**src/hdl/mandelbrot_escape_time_macros.svh**
```systemverilog
// Assertion macros for the escape-time block.
`ifndef MANDELBROT_ESCAPE_TIME_MACROS_SVH
`define MANDELBROT_ESCAPE_TIME_MACROS_SVH

`ifndef NO_ASSERTIONS

// Consequent checked in the same cycle as the antecedent.
`define MET_ASSERT_SAME(label, clk, rst_n, ante, cons) \
	label: assert property (@(posedge clk) disable iff (!rst_n) (ante) |-> (cons)) \
		else $error("%m: check failed");

// Consequent checked in the cycle after the antecedent.
`define MET_ASSERT_NEXT(label, clk, rst_n, ante, cons) \
	label: assert property (@(posedge clk) disable iff (!rst_n) (ante) |=> (cons)) \
		else $error("%m: check failed");

`else

`define MET_ASSERT_SAME(label, clk, rst_n, ante, cons)
`define MET_ASSERT_NEXT(label, clk, rst_n, ante, cons)

`endif

`endif

```
**src/hdl/met_pkg.sv**
```systemverilog
`timescale 1ns / 1ps

package met_pkg;

	localparam int DATA_W         = 32;
	localparam int CFG_W          = 12;
	localparam int CNT_OUT_W      = 12;
	localparam int FRAC_BITS_DEF  = 28;
	localparam int COUNT_BITS_DEF = 12;
	localparam logic [CFG_W-1:0] MAX_ITER_RESET = 12'd200;

	localparam int QUEUE_DEPTH = 2;
	localparam int QUEUE_PW    = $clog2(QUEUE_DEPTH);
	localparam int QUEUE_LW    = $clog2(QUEUE_DEPTH + 1);

	// One request as it travels from the front to the iteration engine.
	typedef struct packed {
		logic signed [DATA_W-1:0] c_re;
		logic signed [DATA_W-1:0] c_im;
		logic                     last_pixel;
		logic                     skip;
	} met_job_t;

	typedef struct packed {
		logic [QUEUE_LW-1:0] level;
		logic                full;
		logic                empty;
	} met_q_stat_t;

	typedef struct packed {
		logic busy;
		logic done;
	} met_back_stat_t;

	// Clamp a wide signed value to the coordinate range.
	function automatic logic signed [DATA_W-1:0] sat_coord(input logic signed [63:0] v);
		logic signed [63:0] hi;
		logic signed [63:0] lo;
		hi = 64'sd2147483647;
		lo = -64'sd2147483648;
		if (v > hi) begin
			sat_coord = DATA_W'(hi);
		end else if (v < lo) begin
			sat_coord = DATA_W'(lo);
		end else begin
			sat_coord = DATA_W'(v);
		end
	endfunction

endpackage

```
**src/hdl/met_queue.sv**
```systemverilog
`timescale 1ns / 1ps

module met_queue (
	input  logic                  clk,
	input  logic                  arst_n,
	input  logic                  in_valid,
	output logic                  in_ready,
	input  met_pkg::met_job_t     in_job,
	output logic                  out_valid,
	input  logic                  out_ready,
	output met_pkg::met_job_t     out_job,
	output met_pkg::met_q_stat_t  stat
);
	import met_pkg::*;

	met_job_t            entry_q [QUEUE_DEPTH];
	logic [QUEUE_PW-1:0] wr_ptr_q;
	logic [QUEUE_PW-1:0] rd_ptr_q;
	logic [QUEUE_LW-1:0] level_q;
	logic                push;
	logic                pop;
	logic                full;
	logic                empty;

	assign full      = (level_q == QUEUE_LW'(QUEUE_DEPTH));
	assign empty     = (level_q == '0);
	assign in_ready  = !full;
	assign out_valid = !empty;
	assign push      = in_valid && in_ready;
	assign pop       = out_valid && out_ready;
	assign out_job   = entry_q[rd_ptr_q];

	assign stat.level = level_q;
	assign stat.full  = full;
	assign stat.empty = empty;

	always_ff @(posedge clk or negedge arst_n) begin
		if (!arst_n) begin
			wr_ptr_q <= '0;
			rd_ptr_q <= '0;
			level_q  <= '0;
		end else begin
			if (push) begin
				wr_ptr_q <= (wr_ptr_q == QUEUE_PW'(QUEUE_DEPTH - 1)) ? '0 : wr_ptr_q + 1'b1;
			end
			if (pop) begin
				rd_ptr_q <= (rd_ptr_q == QUEUE_PW'(QUEUE_DEPTH - 1)) ? '0 : rd_ptr_q + 1'b1;
			end
			if (push && !pop) begin
				level_q <= level_q + 1'b1;
			end else if (pop && !push) begin
				level_q <= level_q - 1'b1;
			end
		end
	end

	always_ff @(posedge clk) begin
		if (push) begin
			entry_q[wr_ptr_q] <= in_job;
		end
	end

endmodule

```
**config.mk**
```make
export PLATFORM = sky130hd
export DESIGN_NAME = met_queue
export DESIGN_NICKNAME = d
export VERILOG_FILES = /design/src/hdl/mandelbrot_escape_time_macros.svh /design/src/hdl/met_pkg.sv /design/src/hdl/met_queue.sv
export SDC_FILE = /design/constraint.sdc
export NUM_CORES = 1
export LEC_CHECK = 0
export ABC_AREA = 1
export ABC_CLOCK_PERIOD_IN_PS = 7100
export BUFFER_PORTS_ARGS = -buffer_cell sky130_fd_sc_hd__buf_2
export CAP_MARGIN = 20
export CORE_ASPECT_RATIO = 1.4
export CORE_MARGIN = 8
export CORE_UTILIZATION = 40
export DETAILED_ROUTE_END_ITERATION = 10
export SLEW_MARGIN = 0
export SYNTH_ARGS = -nofsm -noshare
export SYNTH_HDL_FRONTEND = slang
export SYNTH_SLANG_ARGS = --single-unit
```
**constraint.sdc**
```tcl
create_clock -name clk -period 7.1 [get_ports clk]
set_input_delay 0.355 -clock clk [delete_from_list [all_inputs] [get_ports clk]]
set_output_delay 0.355 -clock clk [all_outputs]
set_load 0.01 [all_outputs]
```
==> results.txt, run 1 <==
Max H-tree Level -> 4
EDFF count, synth -> 132
Post-Syn Instances -> 381
post-synthesis average cell area -> 13.3 µm²
Post-Syn Area -> 5060 µm²
initial antenna violation count -> 2
TritonRoute pass-1 iters -> 4
vias in the first global route -> 3383
Vias -> 3195
clock sinks -> 136
post-synth top area cell -> edfxtp_1
slowest cell on the critical path -> nor2_4
CTS max path bufs -> 2
Synth area leaders -> edfxtp_1 78%, nand2_1 15%, dfrtp_1 2.0%
final hold vios -> 0
Root Buffer Master -> clkbuf_16
diode count -> 0
outcome -> complete, no violations
maxcap violations -> 0
Post-DRT Antenna Nets -> 0
I/O pin count -> 142
first-pass GRT wire length -> 16800 µm
combinational cell fraction of total power -> 29.9%
worst setup margin -> 4.69 ns
Worst Path Max Fanout -> 36
fmax -> 415 MHz
Slew Limit Fails -> 0
Iter 0 DRT Violations -> 123
IO Port Bufs -> 141
Setup CP Type -> reg -> reg
switching share of total power -> 32.6%
top post-synthesis cells by count -> 209 x nand2_1, 132 x edfxtp_1, 9 x inv_1, 8 x buf_2, 5 x buf_6
Buffers & Inverters on Critical Path -> 3
CTS clk-pin slew, worst paths -> 0.06 ns
sequential fraction of the synthesis area -> 80.2%
unrepaired setup endpoints after global routing -> no
worst-margin pin slew -> 0.923 ns
clk_lat worst skew -> 0.40 ns
share of cells above drive strength 1 -> 32.7%
Setup-failing EPs final -> 0
CP arrival -> 2.44 ns
Pint -> 1.92 mW
wirelength, routed -> 10700 µm
Overall Global Routing Usage -> 13.0%
DP Worst Slack -> 4.65 ns
ys async rst share -> 2.94%
Post-Route Setup TNS -> 0 ns
PD cells -> 440 nW/µm²
routed len/inst -> 15.4 µm
Initial Util -> 40.9%
Net Sw Power -> 0.929 mW
post-synthesis register bit count -> 136
fin crit share -> 33.9%
CTS buffer count -> 17
Post-synth top flop -> edfxtp_1
clock power share -> 30.0%
CTS tree -> built
final RePlAce weighted congestion -> 0.718
cell with the most instances on the worst path -> inv_1
max incr delay on CP -> 0.71 ns
Pleak -> 2.83 nW
Startpoint Class -> flip-flop
register share of total power -> 40.1%
Worst Hold Class -> in -> reg
via/cell ratio -> 4.62
Synth Net Count -> 452
post-route minimum period -> 2.41 ns
kind of cell adding the most delay to the critical path -> simple AND/OR/NAND/NOR gates
Required @ worst endpoint -> 7.13 ns
grt total ovfl -> 0
final layout net count -> 600
Core Box Area -> 12400 µm²
Slew HR -> 38.5%
Row Count -> 48
Die Area -> 16600 µm²
post-CTS resize count -> 0
post-DP HPWL -> 6930 µm
# DRC -> 0
Ys Warns -> 0
share of the synthesized area in the top cell type -> 78.3%
most common cell in the synthesized netlist -> nand2_1
die height -> 149 µm
largest net degree at the start of global routing -> 68
Yosys cell types -> 13
CP cell instances -> inv_1 -> nor2_1 -> inv_1 -> nand2_1 -> nor2_4 -> buf_4
Max VDD drop -> 0.268 mV
Critical Path Sink Type -> flip-flop
Die Wd -> 111 µm
skew final -> 0.00717 ns
area grow syn2layout -> 27.9%
## timing repair
| action | CTS | global route |
|---|---|---|
| endpoints found under the setup margin | 0 | 0 |
| setup buffers | 0 | 0 |
| hold buffers | 1 | 0 |
| endpoints found under the hold margin | 4 | 0 |
## cells in the final DEF, fill, tap and decap left out
| cell type | n |
|---|---|
| inv_6 | 1 |
| nand4_1 | 1 |
| nand3_1 | 2 |
| inv_1 | 8 |
| clkbuf_1 | 1 |
| clkinv_4 | 1 |
| buf_4 | 3 |
| edfxtp_1 | 132 |
| nand2_1 | 209 |
| buf_12 | 1 |
| ha_1 | 1 |
| clkinvlp_4 | 3 |
| clkbuf_16 | 17 |
| clkinv_2 | 3 |
| bufinv_16 | 3 |
| buf_2 | 141 |
| dfrtp_2 | 1 |
| nor2_1 | 3 |
| inv_2 | 2 |
| xnor2_1 | 1 |
| dfrtp_1 | 3 |
| nor2_4 | 1 |
| clkinv_1 | 3 |
| dlygate4sd3_1 | 1 |
## state kept, by name, summed over array words and instances, names as in the netlist
register  cells
entry_q     132
level_q       2
rd_ptr_q      1
wr_ptr_q      1
## final cells by class
cell class,instances,area [µm²]
Clock buffer,18,429
Sequential cell,136,4070
Tap cell,150,188
Inverter,10,37.5
Clock inverter,14,156
Multi-Input combinational cell,218,845
Fill cell,1104,5890
Timing Repair Buffer,146,758
## layer usage
layer / up-vias / wire length, µm / global-route usage (%)
li1: 1573 / - / -
met1: 1510 / 4140 / 13.4
met2: 93 / 5680 / 22.8
met3: 15 / 654 / 4.63
met4: 4 / 169 / 6.49
met5: - / 22 / 0
## path summary, 6_finish.rpt
kind	to	start	slack, ns	depth (start not counted)
setup / recovery	entry_q[1][3]	level_q[1]	4.69	6
hold / removal	entry_q[0][50]	in_job[50]	0.14	1
setup reg to reg	entry_q[1][3]	level_q[1]	4.69	6
hold reg to reg	wr_ptr_q	wr_ptr_q	0.47	2
max in group asynchronous	rd_ptr_q	arst_n	6.68	2
min in group asynchronous	wr_ptr_q	arst_n	0.29	2
## metrics by stage
stage	instance area [µm²]	util, %	total power, mW	hold WS [ns]	instances
detailed placement	5880	47.6	2.04	0.164	659
finish	6480	52.4	2.85	0.140	692
global route	6480	52.4	3.03	0.119	692
floorplan	5060	-	1.70	0.0594	381
CTS	6480	52.4	2.90	0.118	692
global placement	5860	47.4	2.01	0.165	658
## power by group through the flow
stage / Clock, mW / Combinational (mW) / Sequential [mW]
3_3_place_gp: 0 / 0.861 / 1.15
5_1_grt: 0.905 / 0.963 / 1.16
2_1_floorplan: 0 / 0.534 / 1.16
6_report: 0.856 / 0.853 / 1.14
4_1_cts: 0.875 / 0.884 / 1.14
3_5_place_dp: 0 / 0.880 / 1.16
## cell families after synthesis
group                    after synthesis  synth area share, %
XOR/XNOR                               1                0.173
AND/OR/NAND/NOR                      216                 16.1
adder cells (fa/ha/maj)                1                0.247
flip-flops                           136                 80.2
buffers and inverters                 27                 3.24
No activity file was read; power rests on OpenSTA's default activity.
==> inputs of run 2 (changes only) <==
--- a/config.mk
+++ b/config.mk
@@ -5,8 +5,8 @@
 export SDC_FILE = /design/constraint.sdc
 export NUM_CORES = 1
 export LEC_CHECK = 0
-export ABC_AREA = 1
-export ABC_CLOCK_PERIOD_IN_PS = 7100
+export ABC_AREA = 0
+export ABC_CLOCK_PERIOD_IN_PS = 2450
 export BUFFER_PORTS_ARGS = -buffer_cell sky130_fd_sc_hd__buf_2
 export CAP_MARGIN = 20
 export CORE_ASPECT_RATIO = 1.4
==> constraint.sdc (replaced) <==
create_clock -name clk -period 2.45 [get_ports clk]
set_input_delay 0.1225 -clock clk [delete_from_list [all_inputs] [get_ports clk]]
set_output_delay 0.1225 -clock clk [all_outputs]
set_load 0.01 [all_outputs]
==> results.txt, run 2 <==
I/O pin count -> 142
Setup CP Type -> reg -> out
unrepaired setup endpoints after global routing -> no
post-route minimum period -> 2.17 ns
share of cells above drive strength 1 -> 53.1%
Initial Util -> 40.3%
first-pass GRT wire length -> 16600 µm
Vias -> 2839
Slew Limit Fails -> 0
Top Registers -> entry_q (132), level_q (2)
via/cell ratio -> 4.56
clock power share -> 31.3%
Ys Warns -> 0
Post-Syn Area -> 5090 µm²
wirelength, routed -> 10700 µm
most common cell in the synthesized netlist -> edfxtp_1
final RePlAce weighted congestion -> 0.715
post-synthesis average cell area -> 22.4 µm²
most frequent cells in the layout -> 141 x buf_2, 132 x edfxtp_1, 67 x dlygate4sd3_1
Pleak -> 2.92 nW
register share of total power -> 40.1%
Synth Net Count -> 298
top post-synthesis cells by count -> 132 x edfxtp_1, 36 x mux2_2, 30 x mux2_4, 4 x dfrtp_1
GRT busiest layer -> met2
commonest non-fill, non-tap cell in the layout -> buf_2
combinational cell fraction of total power -> 28.6%
EDFF count, synth -> 132
Post-Synth Adder-Cell Area -> 0.246%
Die Wd -> 111 µm
final layout net count -> 525
worst-margin pin slew -> 0.539 ns
TritonRoute pass-1 iters -> 4
fin crit share -> 88.6%
largest net degree at the start of global routing -> 33
Iter 0 DRT Violations -> 101
switching share of total power -> 27.4%
grt total ovfl -> 0
Startpoint Class -> flip-flop
FF-to-FF setup slack -> 0.78 ns
post-synthesis register bit count -> 136
origin of the critical flop-to-flop path -> level_q[0]
Post-Syn Instances -> 227
post-synth top area cell -> edfxtp_1
Root Buffer Master -> clkbuf_16
initial antenna violation count -> 2
routed len/inst -> 17.1 µm
sequential fraction of the synthesis area -> 79.8%
Yosys cell types -> 16
Worst Path Max Fanout -> 32
R2R depth -> 3
Max H-tree Level -> 4
worst setup margin -> 0.280 ns
vias in the first global route -> 3208
Row Count -> 49
CP arrival -> 2.05 ns
area occupied by multi-input gates -> 958 µm²
ys async rst share -> 2.94%
fmax -> 461 MHz
register with the most flip-flops -> entry_q
area grow syn2layout -> 43.8%
hold path start -> out_ready
post-DP HPWL -> 7300 µm
Sequential Area -> 4070 µm²
Core Box Area -> 12600 µm²
Worst Hold Class -> in -> reg
hold path cells -> 3
DP Worst Slack -> 0.683 ns
Slew HR -> 64.0%
final hold vios -> 0
CTS max path bufs -> 2
Worst R2R End -> entry_q[1][59]
Synth area leaders -> edfxtp_1 78%, mux2_4 8.8%, mux2_2 8.0%
largest family of logic cells by synthesized area -> multiplexers
# DRC -> 0
Critical Path Sink Type -> output port
max reg flops -> 132
Die Area -> 16600 µm²
outcome -> complete, no violations
IO Port Bufs -> 141
post-synthesis mux area share -> 16.8%
maxcap violations -> 0
critical path launch point -> rd_ptr_q
clk_lat worst skew -> 0.40 ns
CTS buffer count -> 17
Post-DRT Antenna Nets -> 0
post-CTS resize count -> 0
clock sinks -> 136
Final Util -> 58.0%
CTS tree -> built
Post-synth top flop -> edfxtp_1
Net Sw Power -> 2.36 mW
Post-Route Setup TNS -> 0 ns
Overall Global Routing Usage -> 12.9%
Max VDD drop -> 0.711 mV
Required @ worst endpoint -> 2.33 ns
M2 GR Usage -> 23.3%
Synth Area in Simple Gates -> 0.663%
Setup crit end -> out_job[56]
die height -> 150 µm
skew final -> 0.00408 ns
Synth Area in XOR/XNOR -> 0.860%
M3 GR Usage -> 4.69%
CTS clk-pin slew, worst paths -> 0.05 ns
Setup-failing EPs final -> 0
met1 Use GR -> 12.9%
share of the synthesized area in the top cell type -> 77.8%
Pint -> 6.25 mW
PD cells -> 1170 nW/µm²
Fillers -> 982
Synth Area in Compound Gates -> 0%
run 2: cell count changes after synthesis, sizes merged, moves of 7 or more:
cell	previous run	this run
nand2	209	2
mux2	0	66
buf	17	9
inv	10	3
run 2: final cells by class:
class | count | share of cell area, %
multi-input cells | 79 | 13.1
inverters | 3 | 0.154
flip-flops and latches | 136 | 55.5
well taps | 153 | 2.61
clock buffers | 19 | 5.91
diodes | 2 | 0.0683
repair buffers | 217 | 19.9
clock inverters | 13 | 2.75
run 2: kinds of logic after synthesis:
group,Yosys count
simple gates,7
fa+ha+maj,1
buf+inv,12
xor+xnor,5
flops,136
mux,66
run 2: worst min path at each step:
stage | endpoint
floorplan | level_q[0]
global placement | level_q[1]
detailed placement | level_q[1]
CTS | rd_ptr_q
global route | rd_ptr_q
finish | rd_ptr_q
run 2: routing by layer:
metal | wire length (µm) | part of all wire (%)
met1 | 4000 | 38
met2 | 5890 | 55
met3 | 562 | 5.3
met4 | 203 | 1.9
met5 | 0 | 0
run 2: timing repair:
| action | 4_1_cts | 5_1_grt |
|---|---|---|
| hold buffers | 67 | 0 |
| endpoints found under the hold margin | 136 | 0 |
| buffers inserted | 0 | 0 |
run 2: per-stage QoR:
| step | hold slack, ns | cell area, µm² | power [mW] | instances |
|---|---|---|---|---|
| floorplan | -0.173 | 5100 | 5.01 | 227 |
| global placement | -0.0704 | 6010 | 5.89 | 521 |
| detailed placement | -0.0657 | 6010 | 5.95 | 521 |
| CTS | 0.00405 | 7320 | 8.74 | 620 |
| global route | 0.0198 | 7320 | 9.00 | 622 |
| finish | 0.0145 | 7320 | 8.61 | 622 |
run 2: power groups by stage:
stage               logic, mW  clock network, mW  registers (mW)
finish                   2.46               2.69            3.45
global route             2.65               2.83            3.52
global placement         2.41                  0            3.48
CTS                      2.53               2.74            3.46
detailed placement       2.44                  0            3.51
floorplan                1.66                  0            3.35
run 2: worst max-delay path: stages, from the launching register on:
cell,delay (ns)
dfrtp_4,0.77
buf_4,0.35
mux2_2,0.37
buf_2,0.14
==> inputs of run 3 (changes only) <==
--- a/config.mk
+++ b/config.mk
@@ -13,6 +13,7 @@
 export CORE_MARGIN = 8
 export CORE_UTILIZATION = 40
 export DETAILED_ROUTE_END_ITERATION = 10
+export GPL_TIMING_DRIVEN = 0
 export SLEW_MARGIN = 0
 export SYNTH_ARGS = -nofsm -noshare
 export SYNTH_HDL_FRONTEND = slang
==> constraint.sdc (replaced) <==
create_clock -name clk -period 2.45 [get_ports clk]
set_input_delay 0 -clock clk [delete_from_list [all_inputs] [get_ports clk]]
set_output_delay 0 -clock clk [all_outputs]
set_load 0.01 [all_outputs]
==> results.txt, run 3 (synthesis results as in run 2) <==
outcome -> complete, no violations
clk_lat worst skew -> 0.41 ns
Overall Global Routing Usage -> 12.9%
Startpoint Class -> flip-flop
Max VDD drop -> 0.943 mV
Row Count -> 49
max reg flops -> 132
Required @ worst endpoint -> 2.54 ns
CTS tree -> built
area grow syn2layout -> 45.7%
routed len/inst -> 16.9 µm
Core Box Area -> 12600 µm²
skew final -> 0.00916 ns
Die Area -> 16600 µm²
hold-fix buffer count after cts -> 70
share of cells above drive strength 1 -> 53.3%
Max H-tree Level -> 4
Slew HR -> 69.8%
post-CTS resize count -> 0
Sequential Area -> 4060 µm²
post-route minimum period -> 1.78 ns
DP Worst Slack -> 0.661 ns
unrepaired setup endpoints after global routing -> no
Worst Hold Class -> in -> reg
register with the most flip-flops -> entry_q
maxcap violations -> 0
worst-margin pin slew -> 0.453 ns
via/cell ratio -> 4.60
CP cell instances -> nand2b_1 -> and3_4 -> buf_12
Root Buffer Master -> clkbuf_16
I/O pin count -> 142
Die Wd -> 111 µm
fmax -> 563 MHz
Final Util -> 58.7%
Placed Area -> 6060 µm²
commonest non-fill, non-tap cell in the layout -> buf_2
PD cells -> 1190 nW/µm²
grt total ovfl -> 0
area occupied by multi-input gates -> 958 µm²
Pleak -> 2.96 nW
Critical Path Sink Type -> flip-flop
initial antenna violation count -> 0
Final Instance Area -> 7420 µm²
# DRC -> 0
first-pass GRT wire length -> 16700 µm
final RePlAce weighted congestion -> 0.716
hold path cells -> 2
vias in the first global route -> 3319
most frequent cells in the layout -> 144 x buf_2, 132 x edfxtp_1, 70 x dlygate4sd3_1
Final Non-Filler Cells -> 624
slowest cell on the critical path -> and3_4
Initial Util -> 40.3%
# Post-CTS Setup Buffers -> 0
Worst Path Max Fanout -> 37
R2R depth -> 3
Slew Limit Fails -> 0
die height -> 150 µm
placed insts -> 524
fin crit share -> 72.5%
Fillers -> 971
Setup CP Type -> reg -> reg
Top Registers -> entry_q (132), level_q (2)
clock sinks -> 136
final layout net count -> 531
Iter 0 DRT Violations -> 95
largest net degree at the start of global routing -> 38
TritonRoute pass-1 iters -> 4
Post-DRT Antenna Nets -> 0
Post-Route Setup TNS -> 0 ns
post-DP HPWL -> 6870 µm
final hold vios -> 0
CTS max path bufs -> 2
IO Port Bufs -> 141
CP arrival -> 1.87 ns
worst setup margin -> 0.674 ns
Setup-failing EPs final -> 0
max incr delay on CP -> 0.51 ns
CTS clk-pin slew, worst paths -> 0.05 ns
diode count -> 0
wirelength, routed -> 10600 µm
Vias -> 2872
CTS buffer count -> 17
## run 3: power breakdown
| group | total [mW] | leakage (nW) | internal [mW] | switching, mW |
|---|---|---|---|---|
| clock | 2.81 | 0.312 | 1.90 | 0.916 |
| sequential | 3.32 | 1.27 | 3.18 | 0.144 |
| combinational | 2.68 | 1.37 | 1.34 | 1.35 |
## run 3: per-stage QoR
| step | power [mW] | hold slack (ns) |
|---|---|---|
| 2_1_floorplan | 5.01 | -0.296 |
| 5_1_grt | 9.24 | 0.301 |
| 6_report | 8.82 | 0.318 |
| 3_3_place_gp | 5.92 | -0.185 |
| 3_5_place_dp | 6.03 | -0.184 |
| 4_1_cts | 8.97 | 0.293 |
## run 3: layout make-up
class / count / share of cell area [%]
Sequential cell: 136 / 54.8
Timing Repair Buffer: 214 / 19.8
Multi-Input combinational cell: 79 / 12.9
Clock buffer: 18 / 5.79
Clock inverter: 12 / 3.05
Tap cell: 153 / 2.58
Buffer: 9 / 0.961
Inverter: 3 / 0.152
## run 3: per-layer routing
layer  vias to the layer above  share of wire, %  wire length (µm)  GRT usage [%]
li1                       1358                 -                 -              -
met1                      1423                39              4070           13.0
met2                        79                55              5770           23.3
met3                        12               5.5               578           5.17
met4                         0               1.4               143           5.42
met5                         -                 0                 0              0
## run 3: path summary, 6_finish.rpt
path / slack [ns] / start / end
setup / recovery: 0.67 / level_q[0] / entry_q[1][50]
hold / removal: 0.32 / in_job[40] / entry_q[1][40]
setup reg to reg: 0.67 / level_q[0] / entry_q[1][50]
hold reg to reg: 0.53 / level_q[1] / level_q[1]
max in group asynchronous: 1.75 / arst_n / level_q[0]
min in group asynchronous: 0.51 / arst_n / wr_ptr_q
## run 3: worst max-delay path: cells and delay by family, from the launching register on
family	cells	cell delay [ns]
buf+inv	1	0.30
simple gates	2	0.72
flops	1	0.43
