===== src/hdl/mandelbrot_escape_time_macros.svh =====
// Assertion macros for the escape-time block.
`ifndef MANDELBROT_ESCAPE_TIME_MACROS_SVH
`define MANDELBROT_ESCAPE_TIME_MACROS_SVH

`ifndef NO_ASSERTIONS

// Consequent checked in the same cycle as the antecedent.
`define MET_ASSERT_SAME(label, clk, rst_n, ante, cons) \
	label: assert property (@(posedge clk) disable iff (!rst_n) (ante) |-> (cons)) \
		else $error("%m: check failed");

// Consequent checked in the cycle after the antecedent.
`define MET_ASSERT_NEXT(label, clk, rst_n, ante, cons) \
	label: assert property (@(posedge clk) disable iff (!rst_n) (ante) |=> (cons)) \
		else $error("%m: check failed");

`else

`define MET_ASSERT_SAME(label, clk, rst_n, ante, cons)
`define MET_ASSERT_NEXT(label, clk, rst_n, ante, cons)

`endif

`endif


===== src/hdl/met_pkg.sv =====
`timescale 1ns / 1ps

package met_pkg;

	localparam int DATA_W         = 32;
	localparam int CFG_W          = 12;
	localparam int CNT_OUT_W      = 12;
	localparam int FRAC_BITS_DEF  = 28;
	localparam int COUNT_BITS_DEF = 12;
	localparam logic [CFG_W-1:0] MAX_ITER_RESET = 12'd200;

	localparam int QUEUE_DEPTH = 2;
	localparam int QUEUE_PW    = $clog2(QUEUE_DEPTH);
	localparam int QUEUE_LW    = $clog2(QUEUE_DEPTH + 1);

	// One request as it travels from the front to the iteration engine.
	typedef struct packed {
		logic signed [DATA_W-1:0] c_re;
		logic signed [DATA_W-1:0] c_im;
		logic                     last_pixel;
		logic                     skip;
	} met_job_t;

	typedef struct packed {
		logic [QUEUE_LW-1:0] level;
		logic                full;
		logic                empty;
	} met_q_stat_t;

	typedef struct packed {
		logic busy;
		logic done;
	} met_back_stat_t;

	// Clamp a wide signed value to the coordinate range.
	function automatic logic signed [DATA_W-1:0] sat_coord(input logic signed [63:0] v);
		logic signed [63:0] hi;
		logic signed [63:0] lo;
		hi = 64'sd2147483647;
		lo = -64'sd2147483648;
		if (v > hi) begin
			sat_coord = DATA_W'(hi);
		end else if (v < lo) begin
			sat_coord = DATA_W'(lo);
		end else begin
			sat_coord = DATA_W'(v);
		end
	endfunction

endpackage


===== src/hdl/met_pt_if.sv =====
`timescale 1ns / 1ps

interface met_pt_if;
	import met_pkg::*;

	logic                     valid;
	logic                     ready;
	logic signed [DATA_W-1:0] c_re;
	logic signed [DATA_W-1:0] c_im;
	logic                     last_pixel;

	modport source (output valid, output c_re, output c_im, output last_pixel, input ready);
	modport sink (input valid, input c_re, input c_im, input last_pixel, output ready);
endinterface


===== src/hdl/met_front.sv =====
`timescale 1ns / 1ps

module met_front #(
	parameter int COUNT_BITS = met_pkg::COUNT_BITS_DEF
) (
	input  logic                  clk,
	input  logic                  arst_n,
	met_pt_if.sink                pt,
	input  logic [COUNT_BITS-1:0] count_limit,
	output logic                  job_valid,
	input  logic                  job_ready,
	output met_pkg::met_job_t     job
);
	import met_pkg::*;

	logic     valid_s1;
	met_job_t job_s1;
	logic     take;

	assign pt.ready  = !valid_s1 || job_ready;
	assign take      = pt.valid && pt.ready;
	assign job_valid = valid_s1;
	assign job       = job_s1;

	always_ff @(posedge clk or negedge arst_n) begin
		if (!arst_n) begin
			valid_s1 <= 1'b0;
		end else if (take) begin
			valid_s1 <= 1'b1;
		end else if (job_ready) begin
			valid_s1 <= 1'b0;
		end
	end

	// A zero limit needs no iteration: mark it so the engine answers at once.
	always_ff @(posedge clk) begin
		if (take) begin
			job_s1.c_re       <= pt.c_re;
			job_s1.c_im       <= pt.c_im;
			job_s1.last_pixel <= pt.last_pixel;
			job_s1.skip       <= (count_limit == '0);
		end
	end

endmodule


===== src/flat_wrapper.sv =====
// flat-port wrapper written by rule: the top's interface ports become plain ports
module met_front_flat import met_pkg::*;
#(
	parameter int COUNT_BITS = met_pkg::COUNT_BITS_DEF
)
  (clk, arst_n, count_limit, job_valid, job_ready, job, pt_valid, pt_c_re, pt_c_im, pt_last_pixel, pt_ready);
  met_pt_if pt_i ();
  input  logic clk;
  input  logic arst_n;
  input  logic [COUNT_BITS-1:0] count_limit;
  output logic job_valid;
  input  logic job_ready;
  output met_pkg::met_job_t job;
  input wire logic [$bits(pt_i.valid)-1:0] pt_valid;
  input wire logic [$bits(pt_i.c_re)-1:0] pt_c_re;
  input wire logic [$bits(pt_i.c_im)-1:0] pt_c_im;
  input wire logic [$bits(pt_i.last_pixel)-1:0] pt_last_pixel;
  output wire logic [$bits(pt_i.ready)-1:0] pt_ready;
  assign pt_i.valid = pt_valid;
  assign pt_i.c_re = pt_c_re;
  assign pt_i.c_im = pt_c_im;
  assign pt_i.last_pixel = pt_last_pixel;
  assign pt_ready = pt_i.ready;
  met_front #(.COUNT_BITS(COUNT_BITS)) u_core (.clk(clk), .arst_n(arst_n), .pt(pt_i), .count_limit(count_limit), .job_valid(job_valid), .job_ready(job_ready), .job(job));
endmodule

===== config.mk =====
export PLATFORM = sky130hd
export DESIGN_NAME = met_front_flat
export DESIGN_NICKNAME = d
export VERILOG_FILES = /design/src/hdl/mandelbrot_escape_time_macros.svh /design/src/hdl/met_pkg.sv /design/src/hdl/met_pt_if.sv /design/src/hdl/met_front.sv /design/src/flat_wrapper.sv
export SDC_FILE = /design/constraint.sdc
export NUM_CORES = 1
export LEC_CHECK = 0
export BUFFER_PORTS_ARGS = -buffer_cell sky130_fd_sc_hd__buf_2
export CELL_PAD_IN_SITES_DETAIL_PLACEMENT = 0
export CELL_PAD_IN_SITES_GLOBAL_PLACEMENT = 1
export CORE_AREA = 5 5 85 95
export DETAILED_ROUTE_END_ITERATION = 8
export DIE_AREA = 0 0 90 100
export PLACE_DENSITY_LB_ADDON = 0.2
export SETUP_SLACK_MARGIN = 0.15
export SKIP_CTS_REPAIR_TIMING = 1
export SLEW_MARGIN = 20
export SYNTH_ARGS = -nofsm -noshare
export SYNTH_HDL_FRONTEND = slang
export SYNTH_SLANG_ARGS = --single-unit

===== constraint.sdc =====
create_clock -name clk -period 3.5 [get_ports clk]
set_input_delay 0 -clock clk [delete_from_list [all_inputs] [get_ports clk]]
set_output_delay 0 -clock clk [all_outputs]
set_load 0.02 [all_outputs]

==> flow_summary.toml, run 1 <==
[synth]
synthAdderAreaFrac_pct = 0
synth_top_area_cell = "edfxtp_1"
netlist_area_um2 = 2050
synth_top_family_by_area = "simple AND/OR/NAND/NOR gates"
ys_types = 6
synth_compound_area_share_pct = 0
syn_nets = 155
yosysWarnings = 0
yosysSeqAreaShare_pct = 97.9
synth_top_area_share_pct = 96.6
synth-seq-cells = 67
synth_area_per_cell_um2 = 27.7
synth_xor_area_share_pct = 0
synth-simple-area-share_pct = 2.14
synthMuxAreaShare_pct = 0
synth_cells = 74
synth_area_leaders = "edfxtp_1 (97%), dfrtp_1 (1.2%), nor4_1 (0.92%)"

[final_layout]
final-seq-area_um2 = 2010
filler_cell_count = 598
drive_gt1_share_pct = 53.4
final_cells = 394
area_delta_synth_final_pct = 84.7
multi_input_area_um2 = 45.0
nets = 385
num_antenna_cells = 0
final_util_pct = 54.7
design_area_um2 = 3790

[min_path]
hold_path_class = "in2reg"
hold_start = "count_limit[4]"

[routing]
top_layer = "met4"
ant_nets = 0
drt-met1-wl_um = 1900
routed-wl-met2_um = 3330
vias = 1563
post_drt_wl_per_cell_um = 14.6
drt_iter0_markers = 55
avgViaCountPerCell = 3.97
wl_met3_um = 390
firstDrtPassIters = 4
wl_um = 5760
drcViolationCount = 0

[die]
die_y_um = 100
start_util_pct = 29.6
ios = 149
die_area_um2 = 9000
fp.dieW_um = 90
coreArea_um2 = 6930
num_rows = 32

[setup_path]
criticalPathCategory = "reg2reg"
worstPathArrival_ps = 1380
required_ps = 3470
crit_path_start_kind = "register"
cp_max_fo = 37
crit_path_start = "u_core.job_valid$_DFFE_PN0P_"
rr_startpoint = "u_core.job_valid$_DFFE_PN0P_"
endpoint_kind = "register"

[global_route]
grt_pass1_wl_um = 7500
grt_max_degree = 38
grt_pass1_vias = 1453
grt_overflow = 0
grt_util_all_layers_pct = 11.2
antenna_found_initial = 0

[sta]
finalSetupViolations = 0
tns_ps = 0
relSlewSlack_pct = 69.5
period_needed_ps = 1410
rsz0062_at_grt = "no"
setup_ws_ps = 2090
fmax_mhz = 711
worstMarginPinSlew_ps = 457
hold_viol = 0
skew_ps = 4.85
final_max_slew_viol_count = 0
min_period_over_period_pct = 40.2

[place]
preCtsSetupSlack_ps = 2080
place.gp.congestion = 0.646
hpwl_um = 3950
dp.cells = 309
placed_cell_area_um2 = 2910
io_buffers = 148

[job]
drv_cap = 0

[clock_tree]
clockBufferDepth = 2
clock_latency_ps = 320
cts_tree = "done"
worst_setup_hold_path_clk_slew_ps = 70
cts_buffers = 9
cts_num_sinks = 67
htree_levels = 3
cts_root_buf = "clkbuf_8"

[power]
peakVddDrop_mv = 0.238
power_density_nw_per_um2 = 466
p_leak_nw = 1.63

[status]
status = "complete, no violations"
-- metal layers --
layer	vias up	GRT usage [%]
li1	758	-
met1	723	10.7
met2	72	19.5
met3	10	4.57
met4	0	7.90
met5	-	0
-- layout by cell type, fill, tap and decap left out --
cell,count
clkbuf_8,9
nor4_1,3
and2_2,1
clkbuf_1,1
nand2b_1,2
dfrtp_1,1
clkinvlp_4,1
dlygate4sd3_1,69
clkinv_1,1
clkinv_2,3
buf_2,148
buf_4,2
edfxtp_1,66
and3_1,1
bufinv_16,1
-- worst max-delay path, stage by stage (launching register included) --
cell and delay (ps):
dfrtp_1 380, nand2b_1 100, and2_2 150, buf_4 390
-- kinds of logic (layout without fill, tap and decap cells) --
group         after synthesis  count (layout)
flops                      67              67
buf+inv                     0             235
simple gates                7               7
-- worst paths after layout --
kind / depth (start not counted) / to / slack, ps
min in group asynchronous: 3 / u_core.job_valid$_DFFE_PN0P_ / 500
hold reg to reg: 3 / u_core.job_valid$_DFFE_PN0P_ / 1070
setup reg to reg: 3 / u_core.job[54]$_DFFE_PP_ / 2090
hold / removal: 3 / u_core.job[0]$_DFFE_PP_ / 70
setup / recovery: 3 / u_core.job[54]$_DFFE_PP_ / 2090
max in group asynchronous: 3 / u_core.job_valid$_DFFE_PN0P_ / 2900
-- cells in the mapped netlist (all sizes together) --
| cell type | count |
|---|---|
| nand2b | 2 |
| nor4 | 3 |
| dfrtp | 1 |
| edfxtp | 66 |
| and2 | 1 |
| and3 | 1 |
-- where the power goes --
| part | switching (mW) | internal (mW) | total (mW) |
|---|---|---|---|
| registers | 0.00956 | 0.934 | 0.944 |
| clock network | 0.272 | 0.323 | 0.595 |
| logic | 0.113 | 0.112 | 0.225 |
-- sequential cells by signal, indices dropped and copies added, names as in the netlist --
| register | flops |
|---|---|
| u_core.job_valid | 1 |
| u_core.job | 66 |
-- final cells by class --
class                           instances  area share [%]
Tap cell                               85            2.81
Clock inverter                          6            1.49
Sequential cell                        67            53.0
Clock buffer                           10            3.37
Timing Repair Buffer                  219            38.2
Multi-Input combinational cell          7            1.19
-- through the flow --
step	hold slack, ps	power [mW]
2_1_floorplan	-296	1.04
3_3_place_gp	-224	1.12
3_5_place_dp	-221	1.13
4_1_cts	-589	1.74
5_1_grt	45.3	1.85
6_report	66.1	1.76
Power figures use the tool's default switching activity.
==> run 2, diff against run 1 <==
==> constraint.sdc (replaced) <==
create_clock -name clk -period 1.5 [get_ports clk]
set_input_delay 0 -clock clk [delete_from_list [all_inputs] [get_ports clk]]
set_output_delay 0 -clock clk [all_outputs]
set_load 0.02 [all_outputs]
==> run 2 against run 1 <==
Die area unchanged. Worst setup slack worse by 1800 ps. Cell count down 0.51%. Sequential power up 130%. Combinational power up 140%. Sequential cell count unchanged. Clock skew up 1.0 ps. Hold slack better by 15 ps. Fmax up 15%. Highest routed layer unchanged.
==> flow_summary.toml, run 2 (synthesis results as in run 1) <==
[sta]
rsz0062_at_grt = "no"
whs_ps = 81.5
fmax_mhz = 820
min_period_over_period_pct = 81.3
period_needed_ps = 1220
tns_ps = 0
hold_viol = 0
relSlewSlack_pct = 84.2
final_max_slew_viol_count = 0
finalSetupViolations = 0
skew_ps = 5.88
worstMarginPinSlew_ps = 235
setup_ws_ps = 280

[die]
die_y_um = 100
ios = 149
coreArea_um2 = 6930
num_rows = 32
die_area_um2 = 9000
start_util_pct = 29.6
fp.dieW_um = 90

[setup_path]
required_ps = 1710
r2r_slack_ps = 280
criticalPathCategory = "reg2reg"
endpoint_kind = "register"
cp_max_fo = 3
worstPathArrival_ps = 1430
crit_path_start_kind = "register"

[clock_tree]
clock_latency_ps = 330
worst_setup_hold_path_clk_slew_ps = 60
cts_tree = "done"
cts_buffers = 9
htree_levels = 3
cts_root_buf = "clkbuf_8"
cts_num_sinks = 67
clockBufferDepth = 2

[power]
power_mw = 4.08
power_density_nw_per_um2 = 1070
peakVddDrop_mv = 0.586
p_leak_nw = 1.64

[routing]
drcViolationCount = 0
firstDrtPassIters = 4
drt_iter0_markers = 52
vias = 1571
post_drt_wl_per_cell_um = 13.9
avgViaCountPerCell = 4.01
wl_um = 5460
ant_nets = 0

[final_layout]
largest_reg_flops = 66
filler_cell_count = 584
num_antenna_cells = 0
nets = 385
layout_common_cells = "buf_2 (148), dlygate4sd3_1 (69), edfxtp_1 (66)"
drive_gt1_share_pct = 53.7
design_area_um2 = 3810
area_delta_synth_final_pct = 85.8
layout_commonest_cell = "buf_2"

[status]
status = "complete, no violations"

[global_route]
antenna_found_initial = 0
grt_pass1_wl_um = 7080
grt_util_all_layers_pct = 10.6
grt_overflow = 0
grt_max_degree = 34
grt_pass1_vias = 1438

[place]
place.gp.congestion = 0.655
io_buffers = 148
preCtsSetupSlack_ps = 318
placed_cell_area_um2 = 2950

[min_path]
hold_path_class = "in2reg"

[job]
drv_cap = 0
## run 2: changes by cell type in the layout (fill, tap and decap cells not counted), sizes merged
| cell | delta |
|---|---|
| clkinv | -1 |
| clkinvlp | -1 |
## run 2: final timing paths
path                                               from                           end  cells after the start
hold reg to reg            u_core.job_valid$_DFFE_PN0P_      u_core.job[45]$_DFFE_PP_                      3
setup / recovery           u_core.job_valid$_DFFE_PN0P_  u_core.job_valid$_DFFE_PN0P_                      3
hold / removal                           count_limit[0]       u_core.job[0]$_DFFE_PP_                      3
setup reg to reg           u_core.job_valid$_DFFE_PN0P_  u_core.job_valid$_DFFE_PN0P_                      3
min in group asynchronous                        arst_n  u_core.job_valid$_DFFE_PN0P_                      3
max in group asynchronous                        arst_n  u_core.job_valid$_DFFE_PN0P_                      3
## run 2: per-layer routing
layer | track usage [%] | part of all wire, % | up-vias
li1 | - | - | 758
met1 | 9.87 | 35 | 725
met2 | 18.7 | 56 | 78
met3 | 4.72 | 8.0 | 10
met4 | 6.87 | 1.6 | 0
met5 | 0 | 0 | -
## run 2: through the flow
| step | cells | util [%] |
|---|---|---|
| floorplan | 74 | - |
| finish | 392 | 55.0 |
| detailed placement | 309 | 42.6 |
| global route | 392 | 55.0 |
| global placement | 309 | 42.6 |
| CTS | 323 | 45.1 |
## run 2: power by group
part / leakage (nW) / switching (mW) / internal [mW] / total [mW]
Combinational: 0.910 / 0.266 / 0.274 / 0.539
Sequential: 0.639 / 0.0213 / 2.18 / 2.20
Clock: 0.0894 / 0.604 / 0.738 / 1.34
Total: 1.64 / 0.891 / 3.19 / 4.08
## run 2: worst max-delay path: stages (launching register included)
cell and delay, ps:
dfrtp_2 420, nand2b_4 70, nand2b_1 50, dlygate4sd3_1 550
## run 2: area by class of cell
type / instances / area [um2] / area share (%)
well taps: 85 / 106 / 2.79
flip-flops and latches: 67 / 2010 / 52.7
multi-input cells: 7 / 53.8 / 1.41
clock inverters: 4 / 43.8 / 1.15
clock buffers: 10 / 128 / 3.35
repair buffers: 219 / 1470 / 38.6
==> run 3, diff against run 2 <==
--- a/config.mk
+++ b/config.mk
@@ -5,12 +5,13 @@
 export SDC_FILE = /design/constraint.sdc
 export NUM_CORES = 1
 export LEC_CHECK = 0
+export ABC_AREA = 1
 export BUFFER_PORTS_ARGS = -buffer_cell sky130_fd_sc_hd__buf_2
 export CELL_PAD_IN_SITES_DETAIL_PLACEMENT = 0
 export CELL_PAD_IN_SITES_GLOBAL_PLACEMENT = 1
-export CORE_AREA = 5 5 85 95
+export CORE_AREA = 5 5 86 96
 export DETAILED_ROUTE_END_ITERATION = 8
-export DIE_AREA = 0 0 90 100
+export DIE_AREA = 0 0 91 101
 export PLACE_DENSITY_LB_ADDON = 0.2
 export SETUP_SLACK_MARGIN = 0.15
 export SKIP_CTS_REPAIR_TIMING = 1
==> constraint.sdc (replaced) <==
create_clock -name clk -period 1.2 [get_ports clk]
set_input_delay 0 -clock clk [delete_from_list [all_inputs] [get_ports clk]]
set_output_delay 0 -clock clk [all_outputs]
set_load 0.02 [all_outputs]
==> run 3 against run 2 <==
The run now ends with negative setup slack left. Final area is 7.3% higher. Routed wire length rose by 15%. Sequential share of layout area is 3.6 points lower. Count of clock-buffer cells in the layout shrank 1.
==> flow_summary.toml, run 3 <==
[power]
clkPwrFrac_pct = 38.8
power_frac_seq_pct = 47.8
power_density_nw_per_um2 = 1410
intPower_mw = 4.50
peakVddDrop_mv = 1.04
p_leak_nw = 1.80
netSwitchingFraction_pct = 21.8
switchingPower_mw = 1.25
pwr-share-comb_pct = 13.4

[clock_tree]
htree_levels = 3
clock_latency_ps = 330
clockBufferDepth = 2
cts_root_buf = "clkbuf_8"
cts_num_sinks = 67
cts_tree = "done"
worst_setup_hold_path_clk_slew_ps = 70
cts_buffers = 9

[final_layout]
final-seq-area_um2 = 2010
multi_input_area_um2 = 67.6
drive_gt1_share_pct = 52.8
nets = 411
filler_cell_count = 586
layout_commonest_cell = "buf_2"
design_area_um2 = 4090
num_antenna_cells = 0
largest_reg_flops = 66
area_delta_synth_final_pct = 94.6
layout_common_cells = "buf_2 (147), dlygate4sd3_1 (69), edfxtp_1 (66)"

[synth]
synth_top_area_share_pct = 94.3
ys_types = 7
synth_cells = 91
yosysMostFrequentCell = "edfxtp_1"
yosysWarnings = 0
async_flop_share_pct = 1.49
netlist_area_um2 = 2100
synth-seq-cells = 67
syn_nets = 172
synth_edf_count = 66
synth_area_per_cell_um2 = 23.1
ys.flop_type = "edfxtp_1"
yosysSeqAreaShare_pct = 95.5
synth_area_leaders = "edfxtp_1 (94%), inv_1 (1.8%), nand2_1 (1.4%)"
synth_top_area_cell = "edfxtp_1"
yosys-top-cells-count = "edfxtp_1 (66), inv_1 (10), nand2_1 (8)"

[setup_path]
cp_num_cells = 3
crit_path_start = "u_core.job_valid$_DFFE_PN0P_"
endpoint_kind = "register"
r2r_slack_ps = -20
critPathBufInv = 2
crit_path_cell_trace = "a21oi_4 -> buf_8 -> clkbuf_16"
cp_top_family = "flip-flops"
cpPeakStageDelay_ps = 430
rr_startpoint = "u_core.job_valid$_DFFE_PN0P_"
reg2regPathDepth = 3
crit_path_end = "u_core.job[28]$_DFFE_PP_"
criticalPathCategory = "reg2reg"
required_ps = 1250
reg2reg_to = "u_core.job[28]$_DFFE_PP_"
crit_path_start_kind = "register"
crit_slowest_cell = "dfrtp_2"
worstPathArrival_ps = 1270
cp_max_fo = 6

[min_path]
hold_path_class = "in2reg"
hold_start = "count_limit[8]"

[job]
drv_cap = 0

[global_route]
grt_pass1_vias = 1404
antenna_found_initial = 0
use_met1_pct = 11.1
grt.met3_usage_pct = 6.72
gr-usage-met2_pct = 18.4
grt_max_degree = 41
grt_overflow = 0
busiest_layer = "met2"
grt_pass1_wl_um = 7480
grt_util_all_layers_pct = 11.0

[die]
fp.dieW_um = 91
die_area_um2 = 9190
start_util_pct = 29.1
ios = 149
coreArea_um2 = 7230
num_rows = 33
die_y_um = 101

[sta]
min_period_over_period_pct = 102
period_needed_ps = 1220
skew_ps = 5.84
rsz0062_at_grt = "yes"
fmax_mhz = 820
hold_viol = 0
finalSetupViolations = 33
setup_ws_ps = -19.7
worstMarginPinSlew_ps = 150
relSlewSlack_pct = 90.0
whs_ps = 27.5
final_max_slew_viol_count = 0
tns_ps = -390

[place]
io_buffers = 148
place.gp.congestion = 0.687
placed_cell_area_um2 = 3000

[status]
status = "complete, but fails checks"
failed_checks = "negative setup slack"

[routing]
ant_nets = 0
avgViaCountPerCell = 3.99
drt_iter0_markers = 35
post_drt_wl_per_cell_um = 14.9
wl_um = 6270
drcViolationCount = 0
firstDrtPassIters = 4
vias = 1685
run 3: cell types whose count changed in the layout (fill, tap and decap cells not counted), sizes merged, moves of 2 or more:
cell	delta
inv	+11
bufinv	+2
nor4	-3
nor2	+5
clkbuf	+2
buf	+6
nand2	+8
nand2b	-2
run 3: worst register-to-register path, delay by kind of cell, from the launching register on:
family                 cells  cell delay, ps
AOI/OAI and AO/OA          1             190
buffers and inverters      2             330
DFF                        1             430
run 3: worst min-delay path by stage:
stage,to,cells past startpoint,slack [ps]
global placement,u_core.job_valid$_DFFE_PN0P_,1,-220
finish,u_core.job[0]$_DFFE_PP_,4,30
global route,u_core.job[0]$_DFFE_PP_,4,20
detailed placement,u_core.job_valid$_DFFE_PN0P_,1,-220
floorplan,u_core.job_valid$_DFFE_PN0P_,0,-300
CTS,u_core.job_valid$_DFFE_PN0P_,1,-600
run 3: stage by stage:
step / instances / utilization, % / total power, mW / setup WS (ps)
3_3_place_gp: 328 / 41.6 / 3.31 / 7.05
2_1_floorplan: 91 / - / 3.04 / -830
6_report: 422 / 56.6 / 5.76 / -19.7
5_1_grt: 422 / 56.6 / 6.00 / -43.6
4_1_cts: 344 / 44.9 / 5.59 / -15.0
3_5_place_dp: 328 / 41.6 / 3.32 / -0.375
run 3: area by class of cell:
| cell class | count | area share (%) |
|---|---|---|
| clock buffer | 9 | 3.03 |
| multi-input combinational | 14 | 1.65 |
| sequential | 67 | 49.1 |
| clock inverter | 7 | 2.82 |
| tap | 87 | 2.66 |
| timing repair buffer | 228 | 39.8 |
| inverter | 10 | 0.918 |
run 3: kinds of logic (layout without fill, tap and decap cells):
kind of cell,count (synthesis),in the layout,synth area share (%)
simple gates,13,13,2.44
flops,67,67,95.5
compound gates,1,1,0.238
buf+inv,10,254,1.79
run 3: routing by layer:
metal	up-vias	routed length [um]
met5	-	0
met3	4	684
met4	0	53
li1	812	-
met1	771	2310
met2	98	3220
run 3: power groups by stage:
stage	clock network, mW	logic, mW	registers (mW)
after floorplan	0	0.0624	2.98
after global placement	0	0.512	2.80
after detailed placement	0	0.519	2.81
after CTS	2.31	0.519	2.75
after global routing	2.41	0.822	2.76
final	2.23	0.770	2.75
